[config.mk]
export PLATFORM = sky130hd
export DESIGN_NAME = wcws_divider
export DESIGN_NICKNAME = d
export VERILOG_FILES = /design/src/sv/water_column_wave_step_unit_defines.svh /design/src/sv/wcws_pkg.sv /design/src/sv/wcws_divider.sv
export SDC_FILE = /design/constraint.sdc
export NUM_CORES = 1
export LEC_CHECK = 0
export BUFFER_PORTS_ARGS = -buffer_cell sky130_fd_sc_hd__buf_2
export CELL_PAD_IN_SITES_DETAIL_PLACEMENT = 1
export CELL_PAD_IN_SITES_GLOBAL_PLACEMENT = 2
export CORE_ASPECT_RATIO = 1.25
export CORE_MARGIN = 2
export CORE_UTILIZATION = 39
export DETAILED_ROUTE_END_ITERATION = 16
export PLACE_DENSITY = 0.87
export RECOVER_POWER = 100
export SLEW_MARGIN = 20
export SYNTH_ARGS = -nofsm -noshare
export SYNTH_HDL_FRONTEND = slang
export SYNTH_SLANG_ARGS = --single-unit
[constraint.sdc]
create_clock -name clk -period 6.99 [get_ports clk]
set_input_delay 0.3495 -clock clk [delete_from_list [all_inputs] [get_ports clk]]
set_output_delay 0.3495 -clock clk [all_outputs]
set_load 0.02 [all_outputs]
[src/sv/water_column_wave_step_unit_defines.svh]
// ----------------------------------------------------------------------------
// Water column wave step unit: assertion macros
// Concurrent assertion shorthands, clocked on clk and disabled in reset.
// ----------------------------------------------------------------------------
`ifndef WATER_COLUMN_WAVE_STEP_UNIT_DEFINES_SVH
`define WATER_COLUMN_WAVE_STEP_UNIT_DEFINES_SVH

// The consequent must hold in the same cycle as the antecedent.
`define WCWS_ASSERT_IMPLY(label, ante, cons, msg) \
    label: assert property (@(posedge clk) disable iff (!rst_n) (ante) |-> (cons)) \
        else $error(msg);

// The consequent must hold in the cycle after the antecedent.
`define WCWS_ASSERT_NEXT(label, ante, cons, msg) \
    label: assert property (@(posedge clk) disable iff (!rst_n) (ante) |=> (cons)) \
        else $error(msg);

`endif

[src/sv/wcws_pkg.sv]
// ----------------------------------------------------------------------------
// Water column wave step package
// Shared sizes, fixed-point constants, port types and a saturation helper function.
// ----------------------------------------------------------------------------
package wcws_pkg;

    localparam int MAX_COLUMNS = 64;
    localparam int MIN_COLUMNS = 3;
    localparam int COL_AW      = $clog2(MAX_COLUMNS);
    localparam int COUNT_W     = COL_AW + 1;

    // Configuration register map and field widths.
    localparam int CFG_INDEX_W   = 2;
    localparam int CFG_DATA_W    = 32;
    localparam int CFG_SLOPE_W   = 31;
    localparam int CFG_WIDTH_W   = 31;
    localparam int CFG_COUNT_W   = 7;
    localparam logic [CFG_INDEX_W-1:0] CFG_MAX_SLOPE    = 2'd0;
    localparam logic [CFG_INDEX_W-1:0] CFG_COLUMN_WIDTH = 2'd1;
    localparam logic [CFG_INDEX_W-1:0] CFG_COLUMN_COUNT = 2'd2;
    localparam logic [CFG_SLOPE_W-1:0] MAX_SLOPE_RESET    = 31'd65536;
    localparam logic [CFG_WIDTH_W-1:0] COLUMN_WIDTH_RESET = 31'd65536;
    localparam logic [CFG_COUNT_W-1:0] COLUMN_COUNT_RESET = 7'd64;

    // Operation codes.
    localparam logic OP_TICK    = 1'b0;
    localparam logic OP_PERTURB = 1'b1;

    // Q16.16 constants.
    localparam logic signed [31:0] FIX_ONE  = 32'sd65536;
    localparam logic [16:0] DAMP_Q16        = 17'd64881;
    localparam logic [16:0] NEAR_Q16        = 17'd52429;
    localparam logic [16:0] FAR_Q16         = 17'd26214;
    localparam logic signed [34:0] SPREAD_LIMIT = 35'sd6554;
    localparam logic signed [35:0] SAT_MAX  = 36'sh0_7FFF_FFFF;
    localparam logic signed [35:0] SAT_MIN  = 36'shF_8000_0000;

    typedef struct packed {
        logic               operation;
        logic [15:0]        time_step;
        logic [31:0]        position;
        logic signed [31:0] amount;
    } request_t;

    typedef struct packed {
        logic [COL_AW-1:0]  column_index;
        logic signed [31:0] height;
        logic               surface_active;
        logic               last;
    } result_t;

    // Column memory: height and velocity of each column in one word.
    typedef struct packed {
        logic              en;
        logic [COL_AW-1:0] addr;
    } mem_rd_t;

    typedef struct packed {
        logic               we_h;
        logic               we_v;
        logic [COL_AW-1:0]  addr;
        logic signed [31:0] h;
        logic signed [31:0] v;
    } col_wr_t;

    typedef struct packed {
        logic               en;
        logic [COL_AW-1:0]  addr;
        logic signed [31:0] data;
    } nh_wr_t;

    // Write-back of one finished column from the update pipeline.
    typedef struct packed {
        logic               en;
        logic [COL_AW-1:0]  addr;
        logic signed [31:0] vel;
        logic signed [31:0] nh;
    } pipe_wr_t;

    function automatic logic signed [31:0] sat32(input logic signed [35:0] x);
        logic signed [31:0] r;
        if (x > SAT_MAX)
            r = SAT_MAX[31:0];
        else if (x < SAT_MIN)
            r = SAT_MIN[31:0];
        else
            r = x[31:0];
        return r;
    endfunction

endpackage

[src/sv/wcws_divider.sv]
// ----------------------------------------------------------------------------
// Water column wave step divider
// Restoring divider, one quotient bit per cycle, for the hit column index.
// ----------------------------------------------------------------------------
module wcws_divider
    import wcws_pkg::*;
(
    input  logic                   clk,
    input  logic                   rst_n,
    input  logic                   start,
    input  logic [31:0]            dividend,
    input  logic [CFG_WIDTH_W-1:0] divisor,
    output logic                   done,
    output logic [31:0]            quotient
);

    localparam int DIV_W = 32;
    localparam int CNT_W = $clog2(DIV_W);

    logic             busy_reg;
    logic             done_reg;
    logic [CNT_W-1:0] count_reg;
    logic [DIV_W-1:0] quo_reg;
    logic [DIV_W-1:0] rem_reg;
    logic [DIV_W-1:0] dvs_reg;
    logic [DIV_W-1:0] shifted;
    logic             fits;

    // The remainder stays below the divisor, so its top bit is free to shift.
    assign shifted = {rem_reg[DIV_W-2:0], quo_reg[DIV_W-1]};
    assign fits    = (shifted >= dvs_reg);

    always_ff @(posedge clk or negedge rst_n)
    begin
        if (!rst_n)
        begin
            busy_reg  <= 1'b0;
            done_reg  <= 1'b0;
            count_reg <= '0;
        end
        else
        begin
            done_reg <= 1'b0;
            if (start)
            begin
                busy_reg  <= 1'b1;
                count_reg <= '0;
            end
            else if (busy_reg)
            begin
                count_reg <= count_reg + CNT_W'(1);
                if (count_reg == CNT_W'(DIV_W - 1))
                begin
                    busy_reg <= 1'b0;
                    done_reg <= 1'b1;
                end
            end
        end
    end

    always_ff @(posedge clk)
    begin
        if (start)
        begin
            quo_reg <= dividend;
            rem_reg <= '0;
            dvs_reg <= DIV_W'(divisor);
        end
        else if (busy_reg)
        begin
            rem_reg <= fits ? (shifted - dvs_reg) : shifted;
            quo_reg <= {quo_reg[DIV_W-2:0], fits};
        end
    end

    assign done     = done_reg;
    assign quotient = quo_reg;

endmodule

==> impl_results.html <==
<table>
<tr><th>Metric</th><th>Value</th></tr>
<tr><th colspan="2">Worst setup path</th></tr>
<tr><td>Category of the critical setup timing path</td><td>flop to flop</td></tr>
<tr><td>Critical Path Slowest Stage Cell</td><td>and2_0</td></tr>
<tr><td>Ordered list of cells on the worst path</td><td>inv_1, ha_1, fa_1, nand2b_1, a21oi_1, o211ai_1, and3_2, o31ai_1, and2_0, clkbuf_1, mux2i_1, a211oi_1</td></tr>
<tr><td>Data required time at the worst endpoint</td><td>7.07 ns</td></tr>
<tr><td>Data arrival, critical path</td><td>~4.9 ns</td></tr>
<tr><td>Cells on worst reg2reg path</td><td>12</td></tr>
<tr><td>Logic depth of the worst setup path including buffers</td><td>12</td></tr>
<tr><td>Largest fanout on the critical path</td><td>12</td></tr>
<tr><td>Critical Path Source Type</td><td>flop</td></tr>
<tr><td>Endpoint kind of the worst setup timing path</td><td>flop</td></tr>
<tr><td>Critical Path Max Stage Delay</td><td>0.83 ns</td></tr>
<tr><td>Sum of buffers and inverters on the critical path</td><td>2</td></tr>
<tr><td>Top Family by Delay on Critical Path</td><td>simple AND/OR/NAND/NOR gates</td></tr>
<tr><th colspan="2">Synthesis</th></tr>
<tr><td>Leading cell types by total area after synthesis</td><td>edfxtp_1 (32%), dfxtp_1 (11%), ha_1 (7.1%)</td></tr>
<tr><td>Syn Std Cell Area</td><td>5847 sq um</td></tr>
<tr><td>Number of instances in the synthesized netlist</td><td>568</td></tr>
<tr><td>Number of enable-type register cells in the synthesized netlist</td><td>63</td></tr>
<tr><td>Leading register cell type out of synthesis</td><td>edfxtp_1</td></tr>
<tr><td>Syn. warnings</td><td>0</td></tr>
<tr><td>#FFs+latches synth</td><td>101</td></tr>
<tr><td>Cell type with the largest total area after synthesis</td><td>edfxtp_1</td></tr>
<tr><td>Nets in the synthesized netlist</td><td>668</td></tr>
<tr><td>Sequential element share of the synthesized area</td><td>45.97%</td></tr>
<tr><td>Top cell type's share of synthesized area</td><td>32.36%</td></tr>
<tr><td>Number of distinct library cell variants in the gate-level netlist after synthesis</td><td>64</td></tr>
<tr><td>Proportion of synthesized flip-flops having asynchronous set or reset</td><td>6.931%</td></tr>
<tr><td>Avg Inst Size Synth</td><td>~10 sq um</td></tr>
<tr><th colspan="2">Worst hold path</th></tr>
<tr><td>Worst min-delay path category</td><td>input port to flop</td></tr>
<tr><td>Number of cells traversed by the worst hold path</td><td>1</td></tr>
<tr><th colspan="2">Timing</th></tr>
<tr><td>Final Hold Fails</td><td>0</td></tr>
<tr><td>Highest attainable clock frequency</td><td>about 210 MHz</td></tr>
<tr><td>Worst slew pin tran</td><td>3.578 ns</td></tr>
<tr><td>Final-report setup violation count</td><td>0</td></tr>
<tr><td>Period utilization</td><td>between 60 and 70%</td></tr>
<tr><td>Unrepaired setup endpoints after global routing</td><td>no</td></tr>
<tr><td>Final TNS setup</td><td>0 ns</td></tr>
<tr><td>Worst slew margin relative to its limit</td><td>-138.5%</td></tr>
<tr><td>Max Slew Vio Count</td><td>71</td></tr>
<tr><td>Minimum period implied by the final worst setup slack</td><td>4.772 ns</td></tr>
<tr><td>Clock Skew</td><td>between 0.009 and 0.01 ns</td></tr>
<tr><th colspan="2">Pwr</th></tr>
<tr><td>Sequential share of power</td><td>49.6%</td></tr>
<tr><td>Leakage Power</td><td>about 0.0028 uW</td></tr>
<tr><td>Total power per unit cell area</td><td>208.0 nW/um^2</td></tr>
<tr><td>Clock network power share</td><td>a little under two fifths</td></tr>
<tr><td>Peak supply drop</td><td>0.1072 mV</td></tr>
<tr><td>Power dissipated by switching net loads</td><td>~390 uW</td></tr>
<tr><td>Internal Power</td><td>1005 uW</td></tr>
<tr><td>Comb power frac</td><td>13.4%</td></tr>
<tr><td>Switching share of power</td><td>27.83%</td></tr>
<tr><th colspan="2">Run</th></tr>
<tr><td>Count of maximum capacitance violations</td><td>1</td></tr>
<tr><th colspan="2">Clocking</th></tr>
<tr><td>Worst-Skew Late Latency</td><td>~0.37 ns</td></tr>
<tr><td>CTS H-Tree Depth</td><td>3</td></tr>
<tr><td>Post-CTS setup buffers</td><td>0</td></tr>
<tr><td>Number of instances resized during post-cts repair</td><td>0</td></tr>
<tr><td>Buffer cell driving the clock tree root</td><td>clkbuf_16</td></tr>
<tr><td>Maximum root-to-sink buffer count</td><td>2</td></tr>
<tr><td>CTS buffer count</td><td>9</td></tr>
<tr><td>CTS Hold Buffers Added</td><td>1</td></tr>
<tr><td>TritonCTS clock tree</td><td>yes</td></tr>
<tr><td>Clock Sink Count</td><td>101</td></tr>
<tr><td>Clock-pin slew on the worst setup and hold paths</td><td>0.08 ns</td></tr>
<tr><th colspan="2">Layout</th></tr>
<tr><td>Number of nets in the layout</td><td>757</td></tr>
<tr><td>Area occupied by registers</td><td>2688 sq um</td></tr>
<tr><td>Number of standard cells in the layout, taps in and fillers out</td><td>844</td></tr>
<tr><td>Layout overhead on the synthesized area</td><td>14.57%</td></tr>
<tr><td>N_diodes</td><td>0</td></tr>
<tr><td>Most used cells in the layout excluding fill and tap cells</td><td>edfxtp_1 (63), buf_2 (63), inv_1 (45)</td></tr>
<tr><td>Flip-flop count of the largest register after layout</td><td>32</td></tr>
<tr><td>Number of fillers in the final layout</td><td>1665</td></tr>
<tr><td>Total area of multi-input combinational cells</td><td>2840 sq um</td></tr>
<tr><td>Share of the core filled with cells</td><td>~45%</td></tr>
<tr><td>Share of layout cells above drive strength 1</td><td>18.28%</td></tr>
<tr><th colspan="2">Routing</th></tr>
<tr><td>Total wire length</td><td>approximately 15000 microns</td></tr>
<tr><td>Vias/cell</td><td>~5.4</td></tr>
<tr><td>Drt initial violations</td><td>160</td></tr>
<tr><td>Drt drc</td><td>0</td></tr>
<tr><td>Remaining antenna violation count</td><td>0</td></tr>
<tr><td>DR pass1 iterations</td><td>4</td></tr>
<tr><td>DR vias</td><td>4597</td></tr>
<tr><td>Wire length per cell</td><td>18.32 microns</td></tr>
<tr><th colspan="2">Floorplan</th></tr>
<tr><td>Row cnt</td><td>50</td></tr>
<tr><td>DIE HEIGHT</td><td>140.9 microns</td></tr>
<tr><td>Starting density of the core</td><td>39.43%</td></tr>
<tr><td>Die Width</td><td>about 110 microns</td></tr>
<tr><td>Total Die Area</td><td>15990 sq um</td></tr>
<tr><td>Placeable core region</td><td>approximately 15000 sq um</td></tr>
<tr><td>Top Ports</td><td>just under 100</td></tr>
<tr><th colspan="2">Status</th></tr>
<tr><td>Violations in the final reports</td><td>capacitance limit, slew limit</td></tr>
<tr><td>Result of the run</td><td>complete, but fails checks</td></tr>
<tr><th colspan="2">Placement</th></tr>
<tr><td>Cell count after placement</td><td>827</td></tr>
<tr><td>Routability Congestion</td><td>0.8728</td></tr>
<tr><td>Number of input and output port buffers inserted</td><td>98</td></tr>
<tr><td>Total half-perimeter wirelength after legalization and detailed placement</td><td>approximately 12000 microns</td></tr>
<tr><th colspan="2">Global routing</th></tr>
<tr><td>Largest net degree at the start of global routing</td><td>71</td></tr>
<tr><td>Total global routing overflow</td><td>0</td></tr>
<tr><td>Vias in the first global route</td><td>5063</td></tr>
<tr><td>First-pass GRT wire length</td><td>25540 microns</td></tr>
<tr><td>Tot GR Track Use</td><td>20.28%</td></tr>
<tr><td>Initial antenna violation count</td><td>0</td></tr>
</table>
## final cells by class
class                      instances  share of cell area, %
tap                              182                  3.399
clock buffer                       9                  3.362
sequential                       101                  40.12
inverter                          45                  2.521
clock inverter                     7                  1.158
timing repair buffer             103                  7.041
multi-input combinational        397                  42.40
## worst register-to-register path, stage by stage (launching register included)
cell      delay (ns)
edfxtp_1        0.37
inv_1           0.05
ha_1            0.22
fa_1            0.42
nand2b_1        0.18
a21oi_1         0.25
o211ai_1        0.21
and3_2          0.22
o31ai_1         0.64
and2_0          0.83
clkbuf_1        0.70
mux2i_1         0.29
a211oi_1        0.09
## routing by layer
metal  part of all wire, %  track usage (%)  up-vias
met2                    53            36.97       78
met4                   2.7            9.114        0
li1                      -                -     2258
met5                     0                0        -
met3                   2.6            2.923       26
met1                    42            23.35     2235
## cells by family (layout without fill, tap and decap cells)
logic type	count (synthesis)	in the layout	synth area share (%)
fa+ha+maj	34	34	7.404
xor+xnor	25	25	3.745
flops	101	101	45.97
buf+inv	70	164	5.029
compound gates	143	143	16.35
simple gates	144	144	12.07
mux	51	51	9.437
## synthesized netlist by cell type (all sizes together) (2+ instances only)
library cell and count:
nor3 8, and4 3, a311oi 4, nor2 39, nand2 43, xor2 9
a32oi 6, dfrtp 7, dfxtp 31, o211ai 9, or3 6, a211oi 13
and3 4, xnor2 16, or4 2, a31oi 8, nand2b 8, inv 45
a21o 14, nand3 13, a21boi 4, o21a 6, and2 2, mux2i 18
ha 33, a21oi 34, or2 3, buf 6, o21ai 31, clkbuf 19
nor2b 3, edfxtp 63, mux2 33, nand4 6
## power by group through the flow
stage | sequential, uW | combinational, uW | clock (uW)
2_1_floorplan | 725 | 99.2 | 0
6_report | 692 | 187 | 515
4_1_cts | 691 | 194 | 534
5_1_grt | 697 | 206 | 552
3_5_place_dp | 704 | 192 | 0
3_3_place_gp | 702 | 187 | 0
## path summary, 6_finish.rpt
check	from	to	slack, ns
setup reg to reg	quotient[31]	rem_reg[4]	2.22
hold reg to reg	rem_reg[16]	rem_reg[16]	0.50
max in group asynchronous	rst_n	count_reg[1]	6.30
min in group asynchronous	rst_n	done	0.41
hold / removal	divisor[0]	dvs_reg[0]	0.15
setup / recovery	quotient[31]	rem_reg[4]	2.22
## metrics by stage
step                      setup slack, ns  area [sq um]  power (uW)  hold slack (ns)
after CTS                           3.291          6785        1418           0.1344
final                               2.218          6699        1393           0.1493
after detailed placement            3.347          6472       895.7           0.1931
after global routing                1.716          6699        1455           0.1457
after floorplan                     4.014          5847       824.3          0.05391
after global placement              3.444          6472       888.7           0.1859
(Power assumes the default switching activity.)
