===== src/sv/water_column_wave_step_unit_defines.svh =====
// ----------------------------------------------------------------------------
// Water column wave step unit: assertion macros
// Concurrent assertion shorthands, clocked on clk and disabled in reset.
// ----------------------------------------------------------------------------
`ifndef WATER_COLUMN_WAVE_STEP_UNIT_DEFINES_SVH
`define WATER_COLUMN_WAVE_STEP_UNIT_DEFINES_SVH

// The consequent must hold in the same cycle as the antecedent.
`define WCWS_ASSERT_IMPLY(label, ante, cons, msg) \
    label: assert property (@(posedge clk) disable iff (!rst_n) (ante) |-> (cons)) \
        else $error(msg);

// The consequent must hold in the cycle after the antecedent.
`define WCWS_ASSERT_NEXT(label, ante, cons, msg) \
    label: assert property (@(posedge clk) disable iff (!rst_n) (ante) |=> (cons)) \
        else $error(msg);

`endif


===== src/sv/wcws_pkg.sv =====
// ----------------------------------------------------------------------------
// Water column wave step package
// Shared sizes, fixed-point constants, port types and a saturation helper function.
// ----------------------------------------------------------------------------
package wcws_pkg;

    localparam int MAX_COLUMNS = 64;
    localparam int MIN_COLUMNS = 3;
    localparam int COL_AW      = $clog2(MAX_COLUMNS);
    localparam int COUNT_W     = COL_AW + 1;

    // Configuration register map and field widths.
    localparam int CFG_INDEX_W   = 2;
    localparam int CFG_DATA_W    = 32;
    localparam int CFG_SLOPE_W   = 31;
    localparam int CFG_WIDTH_W   = 31;
    localparam int CFG_COUNT_W   = 7;
    localparam logic [CFG_INDEX_W-1:0] CFG_MAX_SLOPE    = 2'd0;
    localparam logic [CFG_INDEX_W-1:0] CFG_COLUMN_WIDTH = 2'd1;
    localparam logic [CFG_INDEX_W-1:0] CFG_COLUMN_COUNT = 2'd2;
    localparam logic [CFG_SLOPE_W-1:0] MAX_SLOPE_RESET    = 31'd65536;
    localparam logic [CFG_WIDTH_W-1:0] COLUMN_WIDTH_RESET = 31'd65536;
    localparam logic [CFG_COUNT_W-1:0] COLUMN_COUNT_RESET = 7'd64;

    // Operation codes.
    localparam logic OP_TICK    = 1'b0;
    localparam logic OP_PERTURB = 1'b1;

    // Q16.16 constants.
    localparam logic signed [31:0] FIX_ONE  = 32'sd65536;
    localparam logic [16:0] DAMP_Q16        = 17'd64881;
    localparam logic [16:0] NEAR_Q16        = 17'd52429;
    localparam logic [16:0] FAR_Q16         = 17'd26214;
    localparam logic signed [34:0] SPREAD_LIMIT = 35'sd6554;
    localparam logic signed [35:0] SAT_MAX  = 36'sh0_7FFF_FFFF;
    localparam logic signed [35:0] SAT_MIN  = 36'shF_8000_0000;

    typedef struct packed {
        logic               operation;
        logic [15:0]        time_step;
        logic [31:0]        position;
        logic signed [31:0] amount;
    } request_t;

    typedef struct packed {
        logic [COL_AW-1:0]  column_index;
        logic signed [31:0] height;
        logic               surface_active;
        logic               last;
    } result_t;

    // Column memory: height and velocity of each column in one word.
    typedef struct packed {
        logic              en;
        logic [COL_AW-1:0] addr;
    } mem_rd_t;

    typedef struct packed {
        logic               we_h;
        logic               we_v;
        logic [COL_AW-1:0]  addr;
        logic signed [31:0] h;
        logic signed [31:0] v;
    } col_wr_t;

    typedef struct packed {
        logic               en;
        logic [COL_AW-1:0]  addr;
        logic signed [31:0] data;
    } nh_wr_t;

    // Write-back of one finished column from the update pipeline.
    typedef struct packed {
        logic               en;
        logic [COL_AW-1:0]  addr;
        logic signed [31:0] vel;
        logic signed [31:0] nh;
    } pipe_wr_t;

    function automatic logic signed [31:0] sat32(input logic signed [35:0] x);
        logic signed [31:0] r;
        if (x > SAT_MAX)
            r = SAT_MAX[31:0];
        else if (x < SAT_MIN)
            r = SAT_MIN[31:0];
        else
            r = x[31:0];
        return r;
    endfunction

endpackage


===== src/sv/wcws_column_pipe.sv =====
// ----------------------------------------------------------------------------
// Water column wave step column pipeline
// Neighbor window, offset, dt scaling, clamp, damping and new height.
// ----------------------------------------------------------------------------
module wcws_column_pipe
    import wcws_pkg::*;
(
    input  logic                   clk,
    input  logic                   rst_n,
    input  logic                   clear,
    input  logic                   feed_valid,
    input  logic [COUNT_W-1:0]     feed_idx,
    input  logic [COUNT_W-1:0]     n_used,
    input  logic signed [31:0]     rd_h,
    input  logic signed [31:0]     rd_v,
    input  logic [15:0]            time_step,
    input  logic [CFG_SLOPE_W-1:0] max_slope,
    output pipe_wr_t               wr,
    output logic                   busy,
    output logic                   spread_small
);

    // Sliding window over the stream of column words.
    logic signed [31:0] prev_h_reg;
    logic signed [31:0] cur_h_reg;
    logic signed [31:0] cur_v_reg;

    logic signed [31:0] left_w;
    logic signed [31:0] right_w;
    logic signed [33:0] sum_w;
    logic signed [33:0] half_w;
    logic signed [33:0] off_w;
    logic [COUNT_W-1:0] col_w;
    logic               emit;

    logic               s0_valid_reg, s1_valid_reg, s2_valid_reg, s3_valid_reg, s4_valid_reg;
    logic [COL_AW-1:0]  s0_col_reg, s1_col_reg, s2_col_reg, s3_col_reg, s4_col_reg;
    logic signed [31:0] s0_u_reg, s1_u_reg, s2_u_reg, s3_u_reg, s4_u_reg;
    logic signed [31:0] s0_v_reg, s1_v_reg, s2_v_reg;
    logic signed [33:0] s0_off_reg;
    logic signed [50:0] s1_prod_reg;
    logic signed [31:0] s2_s_reg;
    logic signed [31:0] s3_v_reg;
    logic signed [48:0] s4_prod_reg;

    logic signed [33:0] mn_reg;
    logic signed [33:0] mx_reg;

    logic signed [50:0] prod1_w;
    logic signed [34:0] scaled_w;
    logic signed [35:0] sc36_w;
    logic signed [35:0] lim_w;
    logic signed [35:0] clamp_w;
    logic signed [35:0] vsum_w;
    logic signed [48:0] prod2_w;
    logic signed [31:0] vnew_w;
    logic signed [34:0] spread_w;

    // A word arriving for index k completes the window of column k-1.
    assign emit    = feed_valid && (feed_idx != '0);
    assign col_w   = feed_idx - COUNT_W'(1);
    assign left_w  = (feed_idx == COUNT_W'(1)) ? FIX_ONE : prev_h_reg;
    assign right_w = (feed_idx >= n_used) ? FIX_ONE : rd_h;
    assign sum_w   = $signed({{2{left_w[31]}}, left_w}) + $signed({{2{right_w[31]}}, right_w});
    // Halving rounds toward zero.
    assign half_w  = (sum_w + $signed({33'd0, sum_w[33]})) >>> 1;
    assign off_w   = half_w - ($signed({{2{cur_h_reg[31]}}, cur_h_reg}) <<< 1);

    assign prod1_w  = s0_off_reg * $signed({1'b0, time_step});
    assign scaled_w = s1_prod_reg[50:16];
    assign sc36_w   = $signed({scaled_w[34], scaled_w});
    assign lim_w    = $signed({5'd0, max_slope});

    always_comb
    begin
        if (sc36_w > lim_w)
            clamp_w = lim_w;
        else if (sc36_w < -lim_w)
            clamp_w = -lim_w;
        else
            clamp_w = sc36_w;
    end

    assign vsum_w  = $signed({{4{s2_s_reg[31]}}, s2_s_reg}) + $signed({{4{s2_v_reg[31]}}, s2_v_reg});
    assign prod2_w = s3_v_reg * $signed(DAMP_Q16);
    assign vnew_w  = s4_prod_reg[47:16];

    always_ff @(posedge clk)
    begin
        if (feed_valid)
        begin
            prev_h_reg <= cur_h_reg;
            cur_h_reg  <= rd_h;
            cur_v_reg  <= rd_v;
        end

        s0_off_reg <= off_w;
        s0_u_reg   <= cur_h_reg;
        s0_v_reg   <= cur_v_reg;
        s0_col_reg <= col_w[COL_AW-1:0];

        s1_prod_reg <= prod1_w;
        s1_u_reg    <= s0_u_reg;
        s1_v_reg    <= s0_v_reg;
        s1_col_reg  <= s0_col_reg;

        s2_s_reg   <= clamp_w[31:0];
        s2_u_reg   <= s1_u_reg;
        s2_v_reg   <= s1_v_reg;
        s2_col_reg <= s1_col_reg;

        s3_v_reg   <= sat32(vsum_w);
        s3_u_reg   <= s2_u_reg;
        s3_col_reg <= s2_col_reg;

        s4_prod_reg <= prod2_w;
        s4_u_reg    <= s3_u_reg;
        s4_col_reg  <= s3_col_reg;

        if (clear)
        begin
            mn_reg <= '0;
            mx_reg <= '0;
        end
        else if (s0_valid_reg)
        begin
            if (s0_off_reg < mn_reg)
                mn_reg <= s0_off_reg;
            else if (s0_off_reg > mx_reg)
                mx_reg <= s0_off_reg;
        end
    end

    always_ff @(posedge clk or negedge rst_n)
    begin
        if (!rst_n)
        begin
            s0_valid_reg <= 1'b0;
            s1_valid_reg <= 1'b0;
            s2_valid_reg <= 1'b0;
            s3_valid_reg <= 1'b0;
            s4_valid_reg <= 1'b0;
        end
        else
        begin
            s0_valid_reg <= emit;
            s1_valid_reg <= s0_valid_reg;
            s2_valid_reg <= s1_valid_reg;
            s3_valid_reg <= s2_valid_reg;
            s4_valid_reg <= s3_valid_reg;
        end
    end

    always_comb
    begin
        wr.en   = s4_valid_reg;
        wr.addr = s4_col_reg;
        wr.vel  = vnew_w;
        wr.nh   = sat32($signed({{4{s4_u_reg[31]}}, s4_u_reg}) + $signed({{4{vnew_w[31]}}, vnew_w}));
    end

    assign busy = s0_valid_reg || s1_valid_reg || s2_valid_reg || s3_valid_reg || s4_valid_reg;

    assign spread_w     = $signed({mx_reg[33], mx_reg}) - $signed({mn_reg[33], mn_reg});
    assign spread_small = (spread_w < SPREAD_LIMIT);

endmodule


===== config.mk =====
export PLATFORM = sky130hd
export DESIGN_NAME = wcws_column_pipe
export DESIGN_NICKNAME = d
export VERILOG_FILES = /design/src/sv/water_column_wave_step_unit_defines.svh /design/src/sv/wcws_pkg.sv /design/src/sv/wcws_column_pipe.sv
export SDC_FILE = /design/constraint.sdc
export NUM_CORES = 2
export LEC_CHECK = 0
export ABC_AREA = 1
export BUFFER_PORTS_ARGS = -buffer_cell sky130_fd_sc_hd__clkbuf_2
export CAP_MARGIN = 0
export CORE_MARGIN = 2
export CORE_UTILIZATION = 50
export CTS_CLUSTER_SIZE = 8
export DETAILED_ROUTE_END_ITERATION = 8
export GPL_TIMING_DRIVEN = 1
export PLACE_DENSITY_LB_ADDON = 0.3
export SLEW_MARGIN = 15
export SYNTH_ARGS = -nofsm -noshare
export SYNTH_HDL_FRONTEND = slang
export SYNTH_SLANG_ARGS = --single-unit

===== constraint.sdc =====
create_clock -name clk -period 16.5 [get_ports clk]
set_clock_uncertainty 0.1 [all_clocks]
set_input_delay 0.825 -clock clk [delete_from_list [all_inputs] [get_ports clk]]
set_output_delay 0.825 -clock clk [all_outputs]
set_load 0.01 [all_outputs]

==> summary.md <==
| Metric | Value |
|---|---|
| Latest clock arrival within the worst-skew pair | `0.72 ns` |
| Pins over their slew limit | `0` |
| Starting Density | `50.3%` |
| Number of flip-flops in the largest register | `35` |
| Max Cap Viol | `0` |
| DR iter-0 viols | `3669` |
| Post-Place Setup Slack | `9.15 ns` |
| Core Rows | `130` |
| Largest net degree at the start of global routing | `66` |
| Fill count | `11834` |
| Max clock buf depth | `3` |
| Root Buffer | `clkbuf_16` |
| Crit-path max FO | `34` |
| FMAX | `148 MHz` |
| Synth Warn # | `0` |
| Worst R2R Start | `s0_off_reg[10]` |
| Sinks on Clock Net | `620` |
| PnR worst setup slack | `9.72 ns` |
| Worst hold slack | `0.190 ns` |
| Worst hold path class | `flop to flop` |
| Final TNS setup | `0 ns` |
| Status | `finished, final reports clean` |
| Critical Path RT | `16.97 ns` |
| Netlist cell types | `51` |
| Synth Area in XOR/XNOR | `3.08%` |
| Critical Path Sink Type | `flop` |
| Cell count of the worst reg-to-reg path | `19` |
| Drt via density | `5.17` |
| Data arrival, critical path | `7.25 ns` |
| Final hold vios | `0` |
| Post-Synthesis Cells | `8031` |
| Gr ovfl total | `0` |
| Worst Hold End | `s1_u_reg[15]` |
| Capture point of the worst reg-to-reg path | `s1_prod_reg[25]` |
| DRC viols | `0` |
| Via count | `51121` |
| I/O Buffers | `201` |
| CTS tree | `built` |
| CP startpoint kind | `input pin` |
| Adder-Cell Fraction of Synth Area | `37.6%` |
| Die height | `359 um` |
| Mux share of post-synthesis cell area | `0%` |
| Slew @ Worst Pin | `1.15 ns` |
| Detail Route Antenna Nets | `0` |
| Simple-Gate Fraction of Synth Area | `18.9%` |
| DRT Pass-1 Iters | `6` |
| Routed WL | `183 mm` |
| Global-route wire length before repair | `288 mm` |
| Final setup fails | `0` |
| Synth-to-Final Area Change | `8.61%` |
| Vias in the first global route | `52633` |
| Worst hold path cell count | `0` |
| Seq/Total Area, Yosys | `21.3%` |
| Share of cells above drive strength 1 | `4.91%` |
| Final net count | `9723` |
| R2R Setup Slk | `9.94 ns` |
| Complex-gate fraction of the synthesized area | `6.61%` |
| Syn_nets | `9568` |
| Number of synthesized register bits | `620` |
| Die footprint | `129000 sq um` |
| Largest family of logic cells by synthesized area | `adder cells` |
| Period utilization | `41.1%` |
| Tot GR Track Use | `28.7%` |
| RSZ-0062 raised after global routing | `no` |
| CP Class | `input pin to flop` |
| Core Util, Final | `54.6%` |
| Wire per inst | `18.5 um` |
| Minimum clock period | `6.78 ns` |
| Clk slew on worst S/H paths | `0.05 ns` |
| Final Wtd Congestion | `0.962` |
| Primary FF master, synth | `dfxtp_1` |
| Post-synthesis async set-or-reset flop share | `0.806%` |
| Final HPWL DP | `150 mm` |
| Core Box Area | `125000 sq um` |
| Post_cts resized | `0` |
| Rel. slew slack | `23.0%` |
| Syn Area/Cell | `7.84 sq um` |
| Die width | `359 um` |
| Htree depth | `3` |
| Post-synth EDFFs | `96` |
| Worst Hold Launch | `s0_u_reg[15]` |
| Mapped cell area | `62900 sq um` |
| Cts bufs inserted | `91` |
| Initial antenna violation count | `4` |
| I/O pins | `202` |
[cells by family after synthesis]
kind of cell / Yosys count
flip-flops: 620
adder cells (fa/ha/maj): 1408
buffers and inverters: 2092
XOR/XNOR: 221
AO/OA/AOI/OAI: 758
AND/OR/NAND/NOR: 2932
[Yosys cell counts, types with 3 or more instances]
cell         n  area share (%)
buf_4        8           0.095
buf_1        5           0.030
o211ai_1    13            0.16
dfrtp_1      5            0.20
a31oi_1     26            0.26
inv_1     1902              11
nor2_2      14            0.14
o21bai_1    25            0.30
nor4_1      20            0.20
nand4_1     74            0.74
dfxtp_1    519              17
o21ai_0    211             1.7
buf_2       17            0.14
nand3_1    228             1.8
fa_1       802              26
edfxtp_1    96             4.6
nand3_2      9            0.14
nand2_1   1925              11
ha_1       606              12
nand2_2     11            0.11
xnor2_1     70            0.97
xor2_1     151             2.1
a21oi_1    395             3.1
o21a_1      16            0.19
and3_1       7           0.070
nor4b_1      3           0.042
nand3b_1    23            0.27
or2_2        3           0.030
a21o_1      29            0.35
a21boi_0    15            0.18
a211oi_1    11            0.13
clkbuf_1   157            0.94
nor2_1     533             3.2
and2_1      10           0.099
nor3_1      68            0.54
[stage by stage]
stage | instances | area [sq um]
final | 9883 | 68400
after global routing | 9882 | 68400
after global placement | 9742 | 65600
after floorplan | 8031 | 62900
after detailed placement | 9742 | 65600
after CTS | 9880 | 68400
[worst max-delay path, cell delays in order]
cell and delay (ns):
clkbuf_2 0.73, nand2_1 0.19, fa_1 0.58, inv_1 0.06, fa_1 0.53, inv_1 0.05
fa_1 0.54, fa_1 0.44, fa_1 0.55, inv_1 0.05, fa_1 0.49, ha_1 0.44
nand2_1 0.14, nor2_1 0.27, nand2_1 0.10, nor4_1 0.51, a21oi_1 0.29, o31ai_1 0.29
xor2_1 0.16
[cells in the final DEF (no fill, tap or decap), drive strengths merged, types with 151 or more instances in the layout]
cell type / Yosys / final
fa: 802 / 802
xor2: 151 / 151
clkbuf: 157 / 327
nand3: 237 / 237
nand2: 1936 / 1936
a21oi: 396 / 396
nor2: 549 / 549
o21ai: 214 / 214
dfxtp: 519 / 519
inv: 1903 / 1905
ha: 606 / 606
[worst max path at each step]
stage / from / endpoint / slack (ns) / cells past startpoint
final: time_step[7] / s1_prod_reg[25] / 9.72 / 19
after global routing: feed_idx[2] / s0_off_reg[32] / 9.47 / 40
after CTS: time_step[7] / s1_prod_reg[25] / 9.86 / 19
after detailed placement: time_step[7] / s1_prod_reg[25] / 9.15 / 19
after global placement: time_step[3] / s1_prod_reg[48] / 9.28 / 18
after floorplan: time_step[4] / s1_prod_reg[50] / 10.15 / 22
[routing by layer]
layer  share of wire (%)  vias up  GRT usage, %
li1                    -    24584             -
met1                  41    24614          35.5
met2                  48     1527          48.6
met3                 7.0      394          5.71
met4                 4.5        2          12.3
met5              0.0066        -             0
[repair_timing]
action,CTS,global route
hold buffers,1,0
setup buffers,0,0
hold endpoints to repair,5,0
[layout make-up]
cell class / instances / area, sq um / area share (%)
antenna: 3 / 7.51 / 0.0110
multi-input combinational: 5319 / 41700 / 60.9
tap: 1650 / 2060 / 3.02
sequential: 620 / 13400 / 19.6
clock inverter: 10 / 204 / 0.298
clock buffer: 127 / 2520 / 3.68
timing repair buffer: 249 / 1370 / 2.01
inverter: 1905 / 7150 / 10.5
Power is not shown: default switching activity piles up to over one toggle a cycle in this logic, so the estimate is an artifact.
